## config.mk

```make
export PLATFORM = sky130hd
export DESIGN_NAME = ncnm_lane
export DESIGN_NICKNAME = d
export VERILOG_FILES = /design/src/hw/rtl/ncnm_pkg.sv /design/src/hw/rtl/ncnm_lane.sv
export SDC_FILE = /design/constraint.sdc
export NUM_CORES = 2
export LEC_CHECK = 0
export BUFFER_PORTS_ARGS = -buffer_cell sky130_fd_sc_hd__buf_2
export CORE_MARGIN = 3
export CORE_UTILIZATION = 30
export DETAILED_ROUTE_END_ITERATION = 6
export GPL_ROUTABILITY_DRIVEN = 0
export MAX_ROUTING_LAYER = met4
export PLACE_DENSITY_LB_ADDON = 0.05
export SYNTH_ARGS = -nofsm -noshare
export SYNTH_HDL_FRONTEND = slang
export SYNTH_SLANG_ARGS = --single-unit
```

## constraint.sdc

```tcl
create_clock -name clock -period 13.65 [get_ports clock]
set_input_delay 2.73 -clock clock [delete_from_list [all_inputs] [get_ports clock]]
set_output_delay 2.73 -clock clock [all_outputs]
set_load 0.05 [all_outputs]
```

## src/hw/rtl/ncnm_pkg.sv

```systemverilog
package ncnm_pkg;

   localparam int MaxColoursDefault   = 6;
   localparam int FractionBitsDefault = 16;
   localparam int RefSlots            = 6;
   localparam int SumWidth            = 16;
   localparam int TotalWidth          = 18;
   localparam int ChromaWidth         = 16;
   localparam int DistWidth           = 34;
   localparam int IndexWidth          = 3;
   localparam int CountWidth          = 3;
   localparam int CsrDataWidth        = 48;
   localparam int CsrIndexWidth       = 3;

   localparam logic [CsrIndexWidth-1:0] CsrColoursInUse = 3'd0;
   localparam logic [CountWidth-1:0]    ColoursResetVal = 3'd6;

   typedef struct packed {
      logic                  valid;
      logic                  nonzero;
      logic [CountWidth-1:0] count;
   } ctl_type;

endpackage

```

## src/hw/rtl/ncnm_lane.sv

```systemverilog
// One distance lane: squared differences registered, then summed.
module ncnm_lane (
   input  logic                              clock,
   input  logic                              advance,
   input  logic [ncnm_pkg::ChromaWidth-1:0]  cr,
   input  logic [ncnm_pkg::ChromaWidth-1:0]  cg,
   input  logic [ncnm_pkg::ChromaWidth-1:0]  cb,
   input  logic [ncnm_pkg::CsrDataWidth-1:0] ref_colour,
   output logic [ncnm_pkg::DistWidth-1:0]    distance
);
   localparam int Cw = ncnm_pkg::ChromaWidth;
   logic [Cw-1:0]   dr, dg, db;
   logic [2*Cw-1:0] sr_ff, sg_ff, sb_ff;

   function automatic logic [Cw-1:0] absdiff(logic [Cw-1:0] a, logic [Cw-1:0] b);
      return (a > b) ? a - b : b - a;
   endfunction

   assign dr = absdiff(cr, ref_colour[15:0]);
   assign dg = absdiff(cg, ref_colour[31:16]);
   assign db = absdiff(cb, ref_colour[47:32]);

   always_ff @(posedge clock) begin
      if (advance) begin
         sr_ff <= (2*Cw)'(dr) * (2*Cw)'(dr);
         sg_ff <= (2*Cw)'(dg) * (2*Cw)'(dg);
         sb_ff <= (2*Cw)'(db) * (2*Cw)'(db);
      end
   end

   assign distance = {2'b00, sr_ff} + {2'b00, sg_ff} + {2'b00, sb_ff};
endmodule

```

==> reports/qor.txt <==
status: complete, no violations
HPWL Detailed: 74.2 mm
endpoints failing hold: 0
largest net degree at the start of global routing: 48
synthesized area per cell: 9.02 um2
hold crit path type: primary input to register
Core Footprint: 100,000 um2
Mapped Cells: 3,370
slowest stage delay, CP: 0.65 ns
drt total wl: 85.1 mm
Unique masters post-synth: 94
CP most frequent cell: fa_1
RSZ-0062 raised after global routing: no
worst-path fanout max: 17
number of enable flip-flop cells after synthesis: 93
Worst Path Buf+Inv: 7
post-CTS resize count: 0
DR iter-0 viols: 910
top cell family by delay on the critical path: adder cells
Final Util: 0.330
post-route setup slack: 1.58 ns
initial antenna violation count: 1
vias per cell: 4.62
Post-Syn Area: 30,400 um2
Core Rows: 116
Clock transition at path regs: 0.08 ns
Die Ht: 324 um
max-slew violations: 0
Inst Count DP: 4,831
CTS tree: built
final setup fails: 0
PortBufs: 131
post-route setup TNS: 0 ns
DRC violation count after routing: 0
Peak Freq: 0.0828 GHz
# IOs: 132
number of max-cap violations: 0
Inserted Clock Buffers: 9
fraction of layout cells with a size suffix above 1: 0.0802
ys async rst share: 0
sequential share of the synthesized area: 0.0918
final period utilization: 0.884
Worst Tran Pin Value: 1.20 ns
CP required: 13.78 ns
Nets: 4,524
crit path DAT: 12.20 ns
First-pass DRT Iterations: 5
Routed WL per cell: 17.6 um
Slew HR: 0.203
Final min period: 12.07 ns
prevailing post-synth register cell: edfxtp_1
CP startpoint kind: primary input
global-route usage over all layers: 0.169
synthesized flop and latch total: 93
CTS max path bufs: 2
vias in the first global route: 24,425
antenna viol nets, final: 0
CP max stage cell: xnor2_1
CP Capture Type: register
pre-CTS setup slack: 1.15 ns
Syn-to-layout area delta: 8.86%
setup bufs post-CTS: 0
first-pass GRT wire length: 138 mm
Synthesis Warnings: 0
Max H-tree Level: 3
Initial Utilization: 0.303
most common cell after layout, fill and taps aside: inv_1
CTS Hold Bufs: 0
via count: 22,376
Clock Sinks: 93
final std cells w/o fill: 4,848
GRT overflow: 0
CP Class: primary input to register
die area: 105,000 um2
Root Buffer: clkbuf_16
most frequent cells in the layout: 773 x inv_1, 524 x fa_1, 417 x ha_1
Horiz. Die Dim: 324 um
==> metal layers <==
metal / global-route usage / up-vias / wire length (um)
met5: - / - / 0
met4: 0.0347 / 0 / 1570
met3: 0.0124 / 72 / 2640
met2: 0.275 / 380 / 39900
met1: 0.231 / 11130 / 41000
li1: - / 10794 / -
==> cells in the mapped netlist (all sizes together) (6+ instances only) <==
cell / count / area (um2)
a211o: 8 / 70.1
a211oi: 11 / 82.6
a21boi: 6 / 45.1
a21o: 93 / 698
a21oi: 168 / 848
a31oi: 10 / 75.1
and2: 11 / 71.3
and3: 13 / 86.3
buf: 45 / 263
clkbuf: 36 / 135
edfxtp: 93 / 2790
fa: 524 / 10500
ha: 417 / 5220
inv: 791 / 2970
mux2: 10 / 113
mux2i: 16 / 180
nand2: 280 / 1060
nand2b: 30 / 188
nand3: 38 / 190
nand4: 19 / 119
nor2: 288 / 1110
nor2b: 13 / 81.3
nor3: 28 / 145
o211ai: 14 / 105
o21a: 25 / 188
o21ai: 84 / 435
o21bai: 16 / 120
o31ai: 7 / 57.6
o41ai: 6 / 52.6
or2: 10 / 62.6
or3: 10 / 62.6
xnor2: 122 / 1110
xor2: 58 / 561
==> through the flow <==
step	cell area [um2]	hold WS, ns
after floorplan	30400	2.84
after global placement	32800	3.31
after detailed placement	32800	3.33
after CTS	33100	2.91
after global routing	33100	2.91
final	33100	2.90
==> cell families (layout without fill, tap and decap cells) <==
group	Yosys count	in the layout	synth area share
flops	93	93	0.0918
other cells	1	4	0.000123
simple gates	754	754	0.108
buf+inv	874	992	0.111
compound gates	499	499	0.107
xor+xnor	182	182	0.0563
fa+ha+maj	941	941	0.516
mux	26	26	0.00963
==> sequential cells by signal (all words and copies together), names as in the netlist <==
signal / flops
sb_ff: 31
sr_ff: 31
sg_ff: 31
==> final timing paths <==
check | start | to | slack, ns | cells past startpoint
worst max-delay path | cg[14] | sg_ff[29] | 1.58 | 34
worst min-delay path | advance | sr_ff[31] | 2.90 | 1
==> cell type report <==
type / instances / area [um2]
fillers: 10631 / 67200
multi-input cells: 2405 / 24300
inverters: 793 / 2980
flip-flops and latches: 93 / 2790
well taps: 1357 / 1700
repair buffers: 183 / 1050
clock buffers: 9 / 225
clock inverters: 7 / 77.6
diodes: 1 / 2.50
Power is not shown: default switching activity piles up to over one toggle a cycle in this logic, so the estimate is an artifact.
