<file path="config.mk">
export PLATFORM = sky130hd
export DESIGN_NAME = ncnm_divider
export DESIGN_NICKNAME = d
export VERILOG_FILES = /design/src/hw/rtl/ncnm_pkg.sv /design/src/hw/rtl/ncnm_divider.sv
export SDC_FILE = /design/constraint.sdc
export NUM_CORES = 2
export LEC_CHECK = 0
export CORE_AREA = 2 2 497 450
export DETAILED_ROUTE_END_ITERATION = 10
export DIE_AREA = 0 0 499 452
export DONT_BUFFER_PORTS = 1
export PLACE_DENSITY_LB_ADDON = 0.25
export SLEW_MARGIN = 25
export SYNTH_ARGS = -nofsm -noshare
export SYNTH_HDL_FRONTEND = slang
export SYNTH_SLANG_ARGS = --single-unit
</file>
<file path="constraint.sdc">
create_clock -name clock -period 4.1 [get_ports clock]
set_input_delay 0.41 -clock clock [delete_from_list [all_inputs] [get_ports clock]]
set_output_delay 0.41 -clock clock [all_outputs]
set_load 0.05 [all_outputs]
</file>
<file path="src/hw/rtl/ncnm_pkg.sv">
package ncnm_pkg;

   localparam int MaxColoursDefault   = 6;
   localparam int FractionBitsDefault = 16;
   localparam int RefSlots            = 6;
   localparam int SumWidth            = 16;
   localparam int TotalWidth          = 18;
   localparam int ChromaWidth         = 16;
   localparam int DistWidth           = 34;
   localparam int IndexWidth          = 3;
   localparam int CountWidth          = 3;
   localparam int CsrDataWidth        = 48;
   localparam int CsrIndexWidth       = 3;

   localparam logic [CsrIndexWidth-1:0] CsrColoursInUse = 3'd0;
   localparam logic [CountWidth-1:0]    ColoursResetVal = 3'd6;

   typedef struct packed {
      logic                  valid;
      logic                  nonzero;
      logic [CountWidth-1:0] count;
   } ctl_type;

endpackage

</file>
<file path="src/hw/rtl/ncnm_divider.sv">
// Pipelined restoring divider: one quotient bit per stage.
// Computes min((part << FRAC) / total, 2^FRAC - 1); total is nonzero when used.
module ncnm_divider #(
   parameter int FRACTION_BITS = ncnm_pkg::FractionBitsDefault
) (
   input  logic                                 clock,
   input  logic                                 advance,
   input  logic [ncnm_pkg::SumWidth-1:0]        part,
   input  logic [ncnm_pkg::TotalWidth-1:0]      total,
   output logic [ncnm_pkg::ChromaWidth-1:0]     quotient
);
   localparam int Tw    = ncnm_pkg::TotalWidth;
   localparam int Steps = ncnm_pkg::SumWidth + FRACTION_BITS;
   localparam int Qw    = Steps;

   // Stage s holds the remainder, remaining dividend bits and quotient so far.
   logic [Tw-1:0]          rem_ff [1:Steps];
   logic [Steps-1:0]       dvd_ff [1:Steps];
   logic [Tw-1:0]          den_ff [1:Steps];
   logic [Qw-1:0]          quo_ff [1:Steps];

   for (genvar s = 0; s < Steps; s++) begin : g_stage
      logic [Tw-1:0]    rem_cur;
      logic [Steps-1:0] dvd_cur;
      logic [Tw-1:0]    den_cur;
      logic [Qw-1:0]    quo_cur;
      logic [Tw:0]      trial;
      logic [Tw+1:0]    diff;
      if (s == 0) begin : g_first
         assign rem_cur = '0;
         assign dvd_cur = {part, {FRACTION_BITS{1'b0}}};
         assign den_cur = total;
         assign quo_cur = '0;
      end else begin : g_next
         assign rem_cur = rem_ff[s];
         assign dvd_cur = dvd_ff[s];
         assign den_cur = den_ff[s];
         assign quo_cur = quo_ff[s];
      end
      // The remainder stays below the divisor, so it always fits Tw bits.
      assign trial = {rem_cur, dvd_cur[Steps-1]};
      assign diff  = {1'b0, trial} - {2'b00, den_cur};
      always_ff @(posedge clock) begin
         if (advance) begin
            rem_ff[s+1] <= diff[Tw+1] ? trial[Tw-1:0] : diff[Tw-1:0];
            dvd_ff[s+1] <= {dvd_cur[Steps-2:0], 1'b0};
            den_ff[s+1] <= den_cur;
            quo_ff[s+1] <= {quo_cur[Qw-2:0], ~diff[Tw+1]};
         end
      end
   end

   localparam logic [Qw-1:0] One = Qw'(1) << FRACTION_BITS;
   assign quotient = (quo_ff[Steps] >= One) ? ncnm_pkg::ChromaWidth'(One - Qw'(1))
                                           : quo_ff[Steps][ncnm_pkg::ChromaWidth-1:0];
endmodule

</file>
==> impl_metrics.toml <==
[placement]
io_buffers = 0
placed_cell_area_mm2 = 0.0898
gp_congestion = 0.862
place_hpwl_um = 109000

[drt]
wl_per_cell_um = 15.9
firstDrtPassIters = 6
drt-initial-drc-count = 3036
vias = 49400
antenna_left = 0
wl_um = 155000
vias_per_cell = 5.09
route.detailed.drc = 0

[global_routing]
use_met2_pct = 22.4
grtUsageTotal_pct = 13.5
grt_overflow_total = 0
top_usage_layer = "met2"
grtUsageMet3_pct = 2.39
met1_usage_pct = 17.9
antenna_found_initial = 2
grt_max_degree = 115
grt_pass1_wl_um = 253000
grt_pass1_vias = 49500

[job]
max_cap_violations = 0

[setup_path]
timing.setup.critical_path_class = "flop to flop"
slowest_delay_ns = 0.69
crit_arrival_ns = 4.26
critPathRequiredTime_ns = 4.65
worstPathCellList = "ha_1, nor2b_1, o31a_1, o311ai_1, a41oi_1, o41ai_1, o21ai_2, buf_4, mux2_2"
cp_max_fo = 29
crit_slowest_cell = "o311ai_1"
start_kind = "flop"
endpoint_kind = "flop"

[timing]
period_needed_ns = 3.71
fmax_ghz = 0.270
finalSetupViolCount = 0
hold_violations = 0
finClkSkew_ns = 0.0278
rsz0062_at_grt = "no"
slew_headroom_pct = 38.4
tightest_slew_ns = 0.924
drv_slew = 0
final.period_utilization_pct = 90.4
fin_tns_setup_ns = 0

[floorplanning]
rows = 164
initial_core_util_pct = 38.8
dieWidth_um = 499
num_io_pins = 52
die_area_mm2 = 0.226
die_h_um = 452
core_area_mm2 = 0.221

[power]
p_leak_uw = 0.0378
vdd_drop_max_uv = 418
p_per_area_mw_per_mm2 = 754

[clocking]
htree_levels = 4
cts_buffers = 189
path_clk_slew_ns = 0.06
clkLatencyLatePin_ns = 0.82
cts_tree = "done"
cts_root_buf = "clkbuf_16"
cts_resized = 0
clk_path_buf_depth = 3
clock_sinks = 1764

[synthesis]
synth_seq_cells = 1764
syn_avg_cell_area_um2 = 13.3
synth_area_leaders = "edfxtp_1, ha_1, mux2_2, inv_1, xnor2_1"
ys_types = 84
netlist.top_cell.by_area = "edfxtp_1"
synth_edf_count = 1764
yosys_warnings = 0
syn-instance-count = 6427
synth_common_cells = "edfxtp_1, inv_1, ha_1"
ys.flop_type = "edfxtp_1"
synth.most_common_cell = "edfxtp_1"
yosysSeqAreaShare_pct = 61.9
yosysTopAreaCellShare_pct = 61.9
synth_area_mm2 = 0.0856
ys_async_sr_fraction_pct = 0

[status]
status = "finished clean"

[layout]
drive_gt1_share_pct = 11.1
multiInputGateArea_mm2 = 0.0296
fillers = 19600
regArea_mm2 = 0.0530
nets = 7271
finish.instance_area_mm2 = 0.0963
syn_to_final_growth_pct = 12.6

[min_path]
hp-class = "input pin to flop"
sequential cells by signal, indices dropped and copies added (netlist names):
name / count
den_ff: 558
dvd_ff: 120
quo_ff: 528
rem_ff: 558
critical path: cells and delay by family (launching register included):
| family | cells | cell delay [ns] |
|---|---|---|
| AOI/OAI and AO/OA | 5 | 1.97 |
| DFF | 1 | 0.44 |
| adders and majority gates | 1 | 0.31 |
| muxes | 1 | 0.31 |
| buffers and inverters | 1 | 0.25 |
| and+or+nand+nor | 1 | 0.14 |
cell type report:
class,count,share of cell area (%)
sequential,1764,55.0
multi-input combinational,3876,30.7
clock buffer,223,5.11
tap,2905,3.77
inverter,702,2.73
timing repair buffer,128,1.38
clock inverter,115,1.31
antenna,2,0.00519
per-layer routing:
metal  share of wire, %  vias up  wire length (um)
li1                   -    24400                 -
met1                 46    23800             71600
met5                  0        -                 0
met4                3.0        0              4580
met2                 47      901             72500
met3                4.0      325              6170
logic make-up (layout without fill, tap and decap cells):
group	count (synthesis)	after routing	share of synthesized area, %
and+or+nand+nor	1079	1079	6.01
DFF	1764	1764	61.9
xor gates and xnor gates	401	401	4.10
muxes	339	339	4.52
AOI/OAI and AO/OA	1475	1475	11.2
adders and majority gates	574	574	8.65
buffers and inverters	794	1168	3.64
other	1	10	0.00438
report_power, final:
part           switching, uW  internal [uW]
sequential              2050          25500
combinational          14900          13300
clock                   7060           9860
timing repair:
action	CTS	global route
hold endpoints to repair	44	0
hold buffers	34	0
setup buffers	0	0
through the flow:
step           std cells  setup WS (ns)  power (uW)  util (%)  hold WS, ns
2_1_floorplan       6434           1.05       49300         -        0.400
3_3_place_gp        9341          0.464       55100      40.7        0.400
3_5_place_dp        9341          0.442       55800      40.7        0.405
4_1_cts             9713          0.399       73300      43.7       0.0779
5_1_grt             9715          0.136       77600      43.7       0.0914
6_report            9715          0.392       72700      43.7       0.0850
placed cells by master, fill, tap and decap left out, types with 32 or more instances in the layout:
| cell | instances |
|---|---|
| o21a_1 | 84 |
| xor2_1 | 129 |
| or2_2 | 32 |
| a21oi_1 | 397 |
| nand3_1 | 81 |
| inv_1 | 702 |
| nand4_1 | 32 |
| mux2_2 | 284 |
| a21o_1 | 212 |
| and3_1 | 37 |
| nor3_1 | 64 |
| dlygate4sd3_1 | 34 |
| edfxtp_1 | 1764 |
| o21ai_0 | 316 |
| nand2b_1 | 63 |
| o21bai_1 | 51 |
| nor2b_1 | 49 |
| nand2_1 | 301 |
| buf_4 | 72 |
| xnor2_1 | 272 |
| nor2_1 | 319 |
| ha_1 | 544 |
| clkbuf_16 | 192 |
| clkinv_2 | 32 |
| a211oi_1 | 54 |
| a31oi_1 | 56 |
| clkinv_1 | 39 |
worst paths after layout:
path / slack, ns / start / end / cells after the start
max: 0.39 / rem_ff[0][90] / rem_ff[0][118] / 9
min: 0.09 / advance / dvd_ff[0][47] / 1
max reg2reg: 0.39 / rem_ff[0][90] / rem_ff[0][118] / 9
min reg2reg: 0.41 / quo_ff[0][950] / quo_ff[0][983] / 0
Power figures use the tool's default switching activity.
