**src/hw/rtl/ncnm_pkg.sv**
```systemverilog
package ncnm_pkg;

   localparam int MaxColoursDefault   = 6;
   localparam int FractionBitsDefault = 16;
   localparam int RefSlots            = 6;
   localparam int SumWidth            = 16;
   localparam int TotalWidth          = 18;
   localparam int ChromaWidth         = 16;
   localparam int DistWidth           = 34;
   localparam int IndexWidth          = 3;
   localparam int CountWidth          = 3;
   localparam int CsrDataWidth        = 48;
   localparam int CsrIndexWidth       = 3;

   localparam logic [CsrIndexWidth-1:0] CsrColoursInUse = 3'd0;
   localparam logic [CountWidth-1:0]    ColoursResetVal = 3'd6;

   typedef struct packed {
      logic                  valid;
      logic                  nonzero;
      logic [CountWidth-1:0] count;
   } ctl_type;

endpackage

```
**src/hw/rtl/ncnm_merge.sv**
```systemverilog
// Picks the first strictly smallest distance among the lanes in use.
module ncnm_merge #(
   parameter int MAX_COLOURS = ncnm_pkg::MaxColoursDefault
) (
   input  logic [ncnm_pkg::DistWidth-1:0]  distance [MAX_COLOURS],
   input  logic [ncnm_pkg::CountWidth-1:0] count,
   input  logic                            nonzero,
   output logic                            matched,
   output logic [ncnm_pkg::IndexWidth-1:0] colour_index,
   output logic [ncnm_pkg::DistWidth-1:0]  best_distance
);
   always_comb begin
      matched       = 1'b0;
      colour_index  = '0;
      best_distance = '0;
      for (int i = 0; i < MAX_COLOURS; i++) begin
         if (nonzero && (ncnm_pkg::CountWidth'(i) < count) &&
             (!matched || distance[i] < best_distance)) begin
            matched       = 1'b1;
            colour_index  = ncnm_pkg::IndexWidth'(i);
            best_distance = distance[i];
         end
      end
   end
endmodule

```
**config.mk**
```make
export PLATFORM = sky130hd
export DESIGN_NAME = ncnm_merge
export DESIGN_NICKNAME = d
export VERILOG_FILES = /design/src/hw/rtl/ncnm_pkg.sv /design/src/hw/rtl/ncnm_merge.sv
export SDC_FILE = /design/constraint.sdc
export NUM_CORES = 1
export LEC_CHECK = 0
export BUFFER_PORTS_ARGS = -buffer_cell sky130_fd_sc_hd__buf_2
export CAP_MARGIN = 40
export CORE_MARGIN = 2
export CORE_UTILIZATION = 53
export DETAILED_ROUTE_END_ITERATION = 10
export PLACE_DENSITY = 0.85
export SETUP_SLACK_MARGIN = 0.02
export SYNTH_ARGS = -nofsm -noshare
export SYNTH_HDL_FRONTEND = slang
export SYNTH_SLANG_ARGS = --single-unit
```
**constraint.sdc**
```tcl
create_clock -name vclk -period 19.68
set_input_delay 3.936 -clock vclk [all_inputs]
set_output_delay 3.936 -clock vclk [all_outputs]
set_load 0.05 [all_outputs]
```
==> flow_results.xml, run 1 <==
<?xml version="1.0" encoding="UTF-8"?>
<metrics>
  <group name="status">
    <metric name="run_status" unit="">completed</metric>
  </group>
  <group name="placement">
    <metric name="dpl.cell_count" unit="">1295</metric>
    <metric name="gp_congestion" unit="">0.974</metric>
    <metric name="numPortBuffers" unit="">246</metric>
    <metric name="dp_hpwl" unit="um">18500</metric>
  </group>
  <group name="critical_path">
    <metric name="crit_path_start" unit="">count[2]</metric>
    <metric name="crit_end" unit="">best_distance[33]</metric>
    <metric name="startpoint_type" unit="">primary input</metric>
    <metric name="worst_ep_required_time" unit="ns">15.74</metric>
    <metric name="critPathSlowestCell" unit="">sky130_fd_sc_hd__or4b_4</metric>
    <metric name="critical-path-max-stage-delay" unit="ns">0.53</metric>
    <metric name="worst-endpoint-arrival" unit="ns">15.58</metric>
    <metric name="worst_setup_path_end_kind" unit="">output pin</metric>
    <metric name="crit_path_max_fanout" unit="">18</metric>
    <metric name="timing.setup.critical_path_class" unit="">in2out</metric>
  </group>
  <group name="sta">
    <metric name="setup_viol_count_final" unit="">0</metric>
    <metric name="max-slew-margin-rel" unit="">0.626</metric>
    <metric name="finalWorstPathRequiredPeriod" unit="ns">19.51</metric>
    <metric name="max_freq" unit="GHz">0.0513</metric>
    <metric name="share_of_the_clock_period_used_by_the_worst_path_after_layout" unit="">0.991</metric>
    <metric name="hold_viol_final" unit="">0</metric>
    <metric name="transition_time_at_the_pin_with_the_least_slew_margin" unit="ns">0.556</metric>
    <metric name="rsz0062_at_grt" unit="">yes</metric>
    <metric name="finalMaxSlewViolations" unit="">0</metric>
  </group>
  <group name="pwr">
    <metric name="p_leak" unit="nW">4.81</metric>
    <metric name="power_density" unit="mW/mm^2">45.2</metric>
    <metric name="worst_ir_drop_vdd" unit="mV">0.0251</metric>
    <metric name="total_power" unit="mW">0.424</metric>
  </group>
  <group name="finish">
    <metric name="layout_commonest_cell" unit="">sky130_fd_sc_hd__buf_2</metric>
    <metric name="sequential_cell_area" unit="um^2">0</metric>
    <metric name="share_of_layout_cells_above_drive_strength_1" unit="">0.378</metric>
    <metric name="fin_nets" unit="">1545</metric>
    <metric name="fill_cells" unit="">869</metric>
    <metric name="layout.sequential_cells" unit="">0</metric>
    <metric name="insertedDiodeCount" unit="">0</metric>
    <metric name="area.growth.synth_to_final" unit="%">42.8</metric>
    <metric name="layout.cells.most_common_list" unit="">sky130_fd_sc_hd__buf_2 (215), sky130_fd_sc_hd__ha_1 (159), sky130_fd_sc_hd__inv_1 (141)</metric>
    <metric name="multi_input_gate_area" unit="mm^2">0.00645</metric>
    <metric name="n_clock_buffer" unit="">0</metric>
    <metric name="final_cells" unit="">1338</metric>
  </group>
  <group name="synth">
    <metric name="netlist-cell-type-count" unit="">56</metric>
    <metric name="synthesis.yosys.warnings" unit="">0</metric>
    <metric name="synth_sequential_area_ratio" unit="">0</metric>
    <metric name="ys_top_cells_by_area" unit="">sky130_fd_sc_hd__ha_1 (31%), sky130_fd_sc_hd__mux2i_1 (16%), sky130_fd_sc_hd__inv_1 (8.1%)</metric>
    <metric name="synthDominantAreaCellType" unit="">sky130_fd_sc_hd__ha_1</metric>
    <metric name="synth_fp_nets" unit="">1258</metric>
    <metric name="synthDominantCellAreaShare" unit="">0.315</metric>
    <metric name="netlist_instances" unit="">885</metric>
    <metric name="syn_area" unit="mm^2">0.00656</metric>
    <metric name="synth_area_per_cell" unit="um^2">7.41</metric>
  </group>
  <group name="drt">
    <metric name="drc" unit="">0</metric>
    <metric name="post_drt_wl_per_cell" unit="um">18.6</metric>
    <metric name="postRouteWirelength" unit="um">24900</metric>
    <metric name="postRouteAntennaNets" unit="">0</metric>
    <metric name="initialDrtViolationCount" unit="">684</metric>
    <metric name="drt-pass1-iter-count" unit="">6</metric>
    <metric name="avgViaCountPerCell" unit="">6.03</metric>
    <metric name="num_vias" unit="">8068</metric>
  </group>
  <group name="clocking">
    <metric name="cts_hold_buf" unit="">0</metric>
  </group>
  <group name="global_route">
    <metric name="first_pass_grt_wire_length" unit="um">32200</metric>
    <metric name="grt_start_max_net_pins" unit="">38</metric>
    <metric name="globalRouteOverflowTotal" unit="">0</metric>
    <metric name="grt_antenna_before_repair" unit="">0</metric>
    <metric name="number_of_global_route_vias_before_repair" unit="">7048</metric>
    <metric name="globalRouteTotalUtil" unit="">0.297</metric>
  </group>
  <group name="die">
    <metric name="floorplan.die_area" unit="mm^2">0.0133</metric>
    <metric name="design.portCount" unit="">246</metric>
    <metric name="placement_rows" unit="">40</metric>
    <metric name="floorplan.core_area" unit="mm^2">0.0121</metric>
    <metric name="fp.dieH" unit="um">115</metric>
    <metric name="die_width" unit="um">115</metric>
    <metric name="initial_utilization" unit="">0.544</metric>
  </group>
  <group name="flow_run">
    <metric name="cap_violations" unit="">0</metric>
  </group>
  <group name="worst_hold_path">
    <metric name="hold_path.class" unit="">in2out</metric>
  </group>
</metrics>
[where the power goes]
part           switching, mW  leakage, nW  internal (mW)
logic                  0.248         4.81          0.175
registers                  0            0              0
clock network              0            0              0
[Yosys cell counts (all sizes together), types with 2 or more instances]
cell / instances
clkbuf: 9
o211a: 2
nor3: 15
o211ai: 5
and4: 4
or4: 2
a2111oi: 2
nand4: 32
nor2: 20
a311oi: 2
and3: 8
o21ai: 61
a221oi: 4
mux2i: 132
and2: 2
buf: 21
o31a: 2
nand4b: 4
a31oi: 3
ha: 165
nor4: 6
nand3: 55
o221ai: 3
a211o: 2
nand2b: 6
a211oi: 9
inv: 141
o21a: 6
a21boi: 2
nand2: 64
or2: 3
a21oi: 46
a21o: 28
nor2b: 6
[kinds of logic (layout without fill, tap and decap cells)]
kind of cell,count (synthesis),after routing,synth area share
AOI/OAI and AO/OA,187,187,0.180
and+or+nand+nor,229,229,0.180
adders and majority gates,165,165,0.315
muxes,133,133,0.219
buffers and inverters,171,456,0.106
[worst max-delay path: cells and delay by family]
family,cells,cell delay [ns]
AO/OA/AOI/OAI,25,4.77
adder cells (fa/ha/maj),5,1.24
buffers and inverters,16,2.59
multiplexers,4,1.06
AND/OR/NAND/NOR,12,1.93
[worst min path at each step]
stage                 startpoint                end  slack, ns  cells past startpoint
CTS                 distance[30]  best_distance[30]       8.27                      4
floorplan           distance[24]  best_distance[24]       8.11                      2
global placement    distance[25]  best_distance[25]       8.27                      4
global route        distance[14]  best_distance[14]       8.28                      4
finish              distance[14]  best_distance[14]       8.27                      4
detailed placement  distance[30]  best_distance[30]       8.28                      4
[layout make-up]
cell class         instances  share of cell area
multi-input cells        714               0.689
repair buffers           315               0.232
inverters                141              0.0565
well taps                168              0.0224
[metal layers]
metal | track usage | vias up | wire, um
met5 | 0 | - | 0
met1 | 0.385 | 3705 | 9960
met3 | 0.0142 | 91 | 1820
li1 | - | 3806 | -
met2 | 0.536 | 466 | 12100
met4 | 0.0763 | 0 | 994
[through the flow]
step,worst slack [ns],util,hold WS [ns],setup TNS [ns],cell area [um^2]
floorplan,-0.00700,-,8.11,-0.113,6560
global placement,-0.344,0.674,8.27,-9.40,8130
detailed placement,-0.584,0.674,8.28,-18.65,8130
CTS,0.0260,0.684,8.27,0,8250
global route,-0.423,0.776,8.28,-10.15,9360
finish,0.168,0.776,8.27,0,9360
[timing repair]
action / CTS / global route
resized for setup: 34 / 183
setup endpoints to repair: 37 / 37
pin swaps: 2 / 18
gates cloned: 0 / 12
buffers inserted: 5 / 26
Note: power is estimated with default switching activity, not from simulation.
==> run 2: changes to the inputs <==
--- a/config.mk
+++ b/config.mk
@@ -11,6 +11,7 @@
 export CORE_UTILIZATION = 53
 export DETAILED_ROUTE_END_ITERATION = 10
 export PLACE_DENSITY = 0.85
+export RECOVER_POWER = 100
 export SETUP_SLACK_MARGIN = 0.02
 export SYNTH_ARGS = -nofsm -noshare
 export SYNTH_HDL_FRONTEND = slang
==> run 2 against run 1 <==
Design area is essentially flat; total power shrank 0.32%; combinational power is essentially flat; critical path type unchanged.
==> flow_results.xml, run 2 (synthesis results as in run 1) <==
<?xml version="1.0" encoding="UTF-8"?>
<metrics>
  <group name="die">
    <metric name="placement_rows" unit="">40</metric>
    <metric name="design.portCount" unit="">246</metric>
    <metric name="fp.dieH" unit="um">115</metric>
    <metric name="floorplan.die_area" unit="mm^2">0.0133</metric>
    <metric name="die_width" unit="um">115</metric>
    <metric name="initial_utilization" unit="">0.544</metric>
    <metric name="floorplan.core_area" unit="mm^2">0.0121</metric>
  </group>
  <group name="placement">
    <metric name="gp_congestion" unit="">0.974</metric>
    <metric name="dp_hpwl" unit="um">18500</metric>
    <metric name="detailed_place.area" unit="mm^2">0.00813</metric>
    <metric name="numPortBuffers" unit="">246</metric>
    <metric name="dpl.cell_count" unit="">1295</metric>
    <metric name="post-place-ws" unit="ns">-0.584</metric>
  </group>
  <group name="worst_hold_path">
    <metric name="hold_path.class" unit="">in2out</metric>
  </group>
  <group name="sta">
    <metric name="finalMaxSlewViolations" unit="">0</metric>
    <metric name="setup_total_negative_slack" unit="ns">0</metric>
    <metric name="share_of_the_clock_period_used_by_the_worst_path_after_layout" unit="">0.991</metric>
    <metric name="hold_viol_final" unit="">0</metric>
    <metric name="max-slew-margin-rel" unit="">0.619</metric>
    <metric name="finalWorstPathRequiredPeriod" unit="ns">19.50</metric>
    <metric name="holdWs" unit="ns">8.27</metric>
    <metric name="transition_time_at_the_pin_with_the_least_slew_margin" unit="ns">0.566</metric>
    <metric name="rsz0062_at_grt" unit="">yes</metric>
    <metric name="setup_viol_count_final" unit="">0</metric>
    <metric name="fin_ws" unit="ns">0.185</metric>
    <metric name="max_freq" unit="GHz">0.0513</metric>
  </group>
  <group name="finish">
    <metric name="final_design_area_no_fill" unit="mm^2">0.00936</metric>
    <metric name="insertedDiodeCount" unit="">0</metric>
    <metric name="layout.sequential_cells" unit="">0</metric>
    <metric name="share_of_layout_cells_above_drive_strength_1" unit="">0.377</metric>
    <metric name="finish.utilization" unit="">0.776</metric>
    <metric name="area.growth.synth_to_final" unit="%">42.8</metric>
    <metric name="fin_nets" unit="">1545</metric>
    <metric name="sequential_cell_area" unit="um^2">0</metric>
    <metric name="layout.cells.most_common_list" unit="">sky130_fd_sc_hd__buf_2 (212), sky130_fd_sc_hd__ha_1 (159), sky130_fd_sc_hd__inv_1 (141)</metric>
    <metric name="final_cells" unit="">1338</metric>
    <metric name="layout_commonest_cell" unit="">sky130_fd_sc_hd__buf_2</metric>
    <metric name="n_clock_buffer" unit="">0</metric>
  </group>
  <group name="drt">
    <metric name="avgViaCountPerCell" unit="">6.01</metric>
    <metric name="num_vias" unit="">8042</metric>
    <metric name="postRouteAntennaNets" unit="">0</metric>
    <metric name="drt-pass1-iter-count" unit="">5</metric>
    <metric name="initialDrtViolationCount" unit="">675</metric>
    <metric name="postRouteWirelength" unit="um">24800</metric>
    <metric name="post_drt_wl_per_cell" unit="um">18.5</metric>
    <metric name="drc" unit="">0</metric>
  </group>
  <group name="status">
    <metric name="run_status" unit="">completed</metric>
  </group>
  <group name="global_route">
    <metric name="globalRouteOverflowTotal" unit="">0</metric>
    <metric name="grt_antenna_before_repair" unit="">0</metric>
    <metric name="globalRouteTotalUtil" unit="">0.297</metric>
    <metric name="grt_start_max_net_pins" unit="">38</metric>
    <metric name="first_pass_grt_wire_length" unit="um">32200</metric>
    <metric name="number_of_global_route_vias_before_repair" unit="">7048</metric>
  </group>
  <group name="pwr">
    <metric name="p_leak" unit="nW">4.81</metric>
    <metric name="total_power" unit="mW">0.422</metric>
    <metric name="worst_ir_drop_vdd" unit="mV">0.0250</metric>
    <metric name="power_density" unit="mW/mm^2">45.1</metric>
  </group>
  <group name="critical_path">
    <metric name="startpoint_type" unit="">primary input</metric>
    <metric name="timing.setup.critical_path_class" unit="">in2out</metric>
    <metric name="crit_path_max_fanout" unit="">18</metric>
    <metric name="worst_setup_path_end_kind" unit="">output pin</metric>
    <metric name="worst-endpoint-arrival" unit="ns">15.56</metric>
    <metric name="crit_path_frequent_cell" unit="">sky130_fd_sc_hd__buf_4</metric>
    <metric name="worst_ep_required_time" unit="ns">15.74</metric>
    <metric name="crit_family" unit="">compound AO/OA/AOI/OAI gates</metric>
    <metric name="critical-path-max-stage-delay" unit="ns">0.53</metric>
    <metric name="critPathSlowestCell" unit="">sky130_fd_sc_hd__or4b_4</metric>
    <metric name="worst-path-buf-inv" unit="">18</metric>
  </group>
  <group name="clocking">
    <metric name="cts_hold_buf" unit="">0</metric>
  </group>
  <group name="flow_run">
    <metric name="cap_violations" unit="">0</metric>
  </group>
</metrics>
[run 2: cell types whose count changed in the layout (fill, tap and decap cells not counted)]
cell | before | now
sky130_fd_sc_hd__buf_2 | 215 | 212
sky130_fd_sc_hd__buf_4 | 65 | 52
sky130_fd_sc_hd__clkbuf_1 | 0 | 1
sky130_fd_sc_hd__clkbuf_2 | 0 | 2
sky130_fd_sc_hd__clkbuf_4 | 2 | 15
[run 2: final timing paths]
| check | depth (start not counted) | slack [ns] | from | end |
|---|---|---|---|---|
| max | 62 | 0.18 | count[2] | best_distance[33] |
| min | 4 | 8.27 | distance[14] | best_distance[14] |
[run 2: power by group]
group / leakage [nW] / switching, mW / internal [mW]
sequential: 0 / 0 / 0
clock: 0 / 0 / 0
combinational: 4.81 / 0.248 / 0.174
total: 4.81 / 0.248 / 0.174
[run 2: routing by layer]
layer,global-route usage,wire length (um),vias up
met4,0.0763,1050,0
li1,-,-,3809
met2,0.536,12000,476
met5,0,0,-
met1,0.385,9840,3658
met3,0.0142,1830,99
[run 2: area by class of cell]
class              count  area (um^2)
fillers              868         2700
inverters            141          529
multi-input cells    714         6450
well taps            168          210
repair buffers       315         2170
[run 2: what timing repair did]
item	4_1_cts	5_1_grt
endpoints found under the setup margin	37	37
buffers inserted	5	26
gates cloned	0	12
pin swaps	2	18
gates resized for setup	34	183
==> run 3: changes to the inputs <==
--- a/config.mk
+++ b/config.mk
@@ -5,7 +5,7 @@
 export SDC_FILE = /design/constraint.sdc
 export NUM_CORES = 1
 export LEC_CHECK = 0
-export BUFFER_PORTS_ARGS = -buffer_cell sky130_fd_sc_hd__buf_2
+export BUFFER_PORTS_ARGS = -buffer_cell sky130_fd_sc_hd__buf_4
 export CAP_MARGIN = 40
 export CORE_MARGIN = 2
 export CORE_UTILIZATION = 53
==> run 3 against run 2 <==
Final cell count is 1.5% lower; first-iteration DRC count fell by 42%; sequential share of layout area unchanged; wire length is 10% lower; clock-buffer cell count unchanged; critical endpoint is now best_distance[0]; largest cell class unchanged.
==> flow_results.xml, run 3 (synthesis results as in run 1) <==
<?xml version="1.0" encoding="UTF-8"?>
<metrics>
  <group name="status">
    <metric name="run_status" unit="">completed</metric>
  </group>
  <group name="pwr">
    <metric name="total_power" unit="mW">0.394</metric>
    <metric name="p_leak" unit="nW">4.76</metric>
    <metric name="power_density" unit="mW/mm^2">42.7</metric>
    <metric name="worst_ir_drop_vdd" unit="mV">0.0199</metric>
  </group>
  <group name="sta">
    <metric name="finalMaxSlewViolations" unit="">0</metric>
    <metric name="hold_viol_final" unit="">0</metric>
    <metric name="rsz0062_at_grt" unit="">yes</metric>
    <metric name="share_of_the_clock_period_used_by_the_worst_path_after_layout" unit="">0.983</metric>
    <metric name="setup_total_negative_slack" unit="ns">0</metric>
    <metric name="max_freq" unit="GHz">0.0517</metric>
    <metric name="finalWorstPathRequiredPeriod" unit="ns">19.35</metric>
    <metric name="max-slew-margin-rel" unit="">0.563</metric>
    <metric name="setup_viol_count_final" unit="">0</metric>
    <metric name="transition_time_at_the_pin_with_the_least_slew_margin" unit="ns">0.649</metric>
    <metric name="fin_ws" unit="ns">0.334</metric>
  </group>
  <group name="finish">
    <metric name="insertedDiodeCount" unit="">0</metric>
    <metric name="share_of_layout_cells_above_drive_strength_1" unit="">0.321</metric>
    <metric name="area.growth.synth_to_final" unit="%">41.0</metric>
    <metric name="fin_nets" unit="">1525</metric>
    <metric name="sequential_cell_area" unit="um^2">0</metric>
    <metric name="layout.cells.most_common_list" unit="">sky130_fd_sc_hd__buf_4 (278), sky130_fd_sc_hd__ha_1 (165), sky130_fd_sc_hd__inv_1 (141)</metric>
    <metric name="n_clock_buffer" unit="">0</metric>
    <metric name="finish.utilization" unit="">0.766</metric>
    <metric name="layout.sequential_cells" unit="">0</metric>
    <metric name="layout_commonest_cell" unit="">sky130_fd_sc_hd__buf_4</metric>
  </group>
  <group name="critical_path">
    <metric name="worst-path-buf-inv" unit="">14</metric>
    <metric name="worst_ep_required_time" unit="ns">15.74</metric>
    <metric name="critPathSlowestCell" unit="">sky130_fd_sc_hd__or4b_4</metric>
    <metric name="critical-path-max-stage-delay" unit="ns">0.52</metric>
    <metric name="worst_setup_path_end_kind" unit="">output pin</metric>
    <metric name="timing.setup.critical_path_class" unit="">in2out</metric>
    <metric name="worst-endpoint-arrival" unit="ns">15.41</metric>
    <metric name="startpoint_type" unit="">primary input</metric>
    <metric name="crit_path_frequent_cell" unit="">sky130_fd_sc_hd__buf_4</metric>
    <metric name="crit_path_max_fanout" unit="">28</metric>
    <metric name="crit_family" unit="">compound AO/OA/AOI/OAI gates</metric>
  </group>
  <group name="worst_hold_path">
    <metric name="hold_path.class" unit="">in2out</metric>
    <metric name="timing.hold.worst_path_depth" unit="">4</metric>
    <metric name="worstHoldStart" unit="">distance[26]</metric>
    <metric name="hold_path_endpoint" unit="">best_distance[26]</metric>
  </group>
  <group name="global_route">
    <metric name="grt_start_max_net_pins" unit="">29</metric>
    <metric name="globalRouteOverflowTotal" unit="">0</metric>
    <metric name="first_pass_grt_wire_length" unit="um">33000</metric>
    <metric name="grt_antenna_before_repair" unit="">0</metric>
    <metric name="globalRouteTotalUtil" unit="">0.303</metric>
    <metric name="number_of_global_route_vias_before_repair" unit="">7183</metric>
  </group>
  <group name="die">
    <metric name="die_width" unit="um">115</metric>
    <metric name="initial_utilization" unit="">0.544</metric>
    <metric name="fp.dieH" unit="um">115</metric>
    <metric name="placement_rows" unit="">40</metric>
    <metric name="floorplan.die_area" unit="mm^2">0.0133</metric>
    <metric name="floorplan.core_area" unit="mm^2">0.0121</metric>
    <metric name="design.portCount" unit="">246</metric>
  </group>
  <group name="placement">
    <metric name="post-place-ws" unit="ns">-0.651</metric>
    <metric name="gp_congestion" unit="">1.01</metric>
    <metric name="dp_hpwl" unit="um">18700</metric>
    <metric name="numPortBuffers" unit="">246</metric>
  </group>
  <group name="drt">
    <metric name="postRouteAntennaNets" unit="">0</metric>
    <metric name="postRouteWirelength" unit="um">22300</metric>
    <metric name="drc" unit="">0</metric>
    <metric name="drt-pass1-iter-count" unit="">6</metric>
    <metric name="post_drt_wl_per_cell" unit="um">16.9</metric>
    <metric name="num_vias" unit="">7656</metric>
    <metric name="avgViaCountPerCell" unit="">5.81</metric>
    <metric name="initialDrtViolationCount" unit="">391</metric>
  </group>
  <group name="flow_run">
    <metric name="cap_violations" unit="">0</metric>
  </group>
</metrics>
## run 3: cell type report
type,count,area [um^2]
fill,902,2820
inverter,141,529
multi-input combinational,714,6130
tap,168,210
timing repair buffer,295,2370
## run 3: stage by stage
step           cells  cell area [um^2]  hold slack [ns]
2_1_floorplan    885              6560             8.11
3_3_place_gp    1296              8760             8.27
3_5_place_dp    1296              8760             8.27
4_1_cts         1301              8860             8.27
5_1_grt         1318              9240             8.29
6_report        1318              9240             8.27
## run 3: power breakdown
part | switching, mW | total, mW | internal, mW
Clock | 0 | 0 | 0
Sequential | 0 | 0 | 0
Combinational | 0.227 | 0.394 | 0.167
## run 3: what timing repair did
| item | 4_1_cts | 5_1_grt |
|---|---|---|
| hold buffers | 0 | 0 |
| buffers inserted | 4 | 15 |
| cloned | 1 | 2 |
| endpoints found under the setup margin | 37 | 37 |
| pin swaps | 2 | 11 |
| gates resized for setup | 9 | 73 |
## run 3: worst max path at each step
stage / startpoint / end / slack, ns / cells past startpoint
5_1_grt: count[2] / best_distance[0] / -0.13 / 55
3_5_place_dp: count[2] / best_distance[13] / -0.65 / 56
6_report: count[2] / best_distance[0] / 0.33 / 58
2_1_floorplan: count[2] / best_distance[14] / -0.007 / 58
3_3_place_gp: count[2] / best_distance[14] / -0.42 / 56
4_1_cts: count[2] / best_distance[32] / 0.02 / 59
## run 3: worst min-delay path, delay by kind of cell
family	cells	cell delay (ns)
buffers and inverters	3	0.33
muxes	1	0.06
## run 3: metal layers
metal,track usage,up-vias,wire [um]
li1,-,3774,-
met1,0.400,3500,9360
met2,0.546,340,10800
met3,0.0216,42,1600
met4,0.0546,0,515
met5,0,-,0
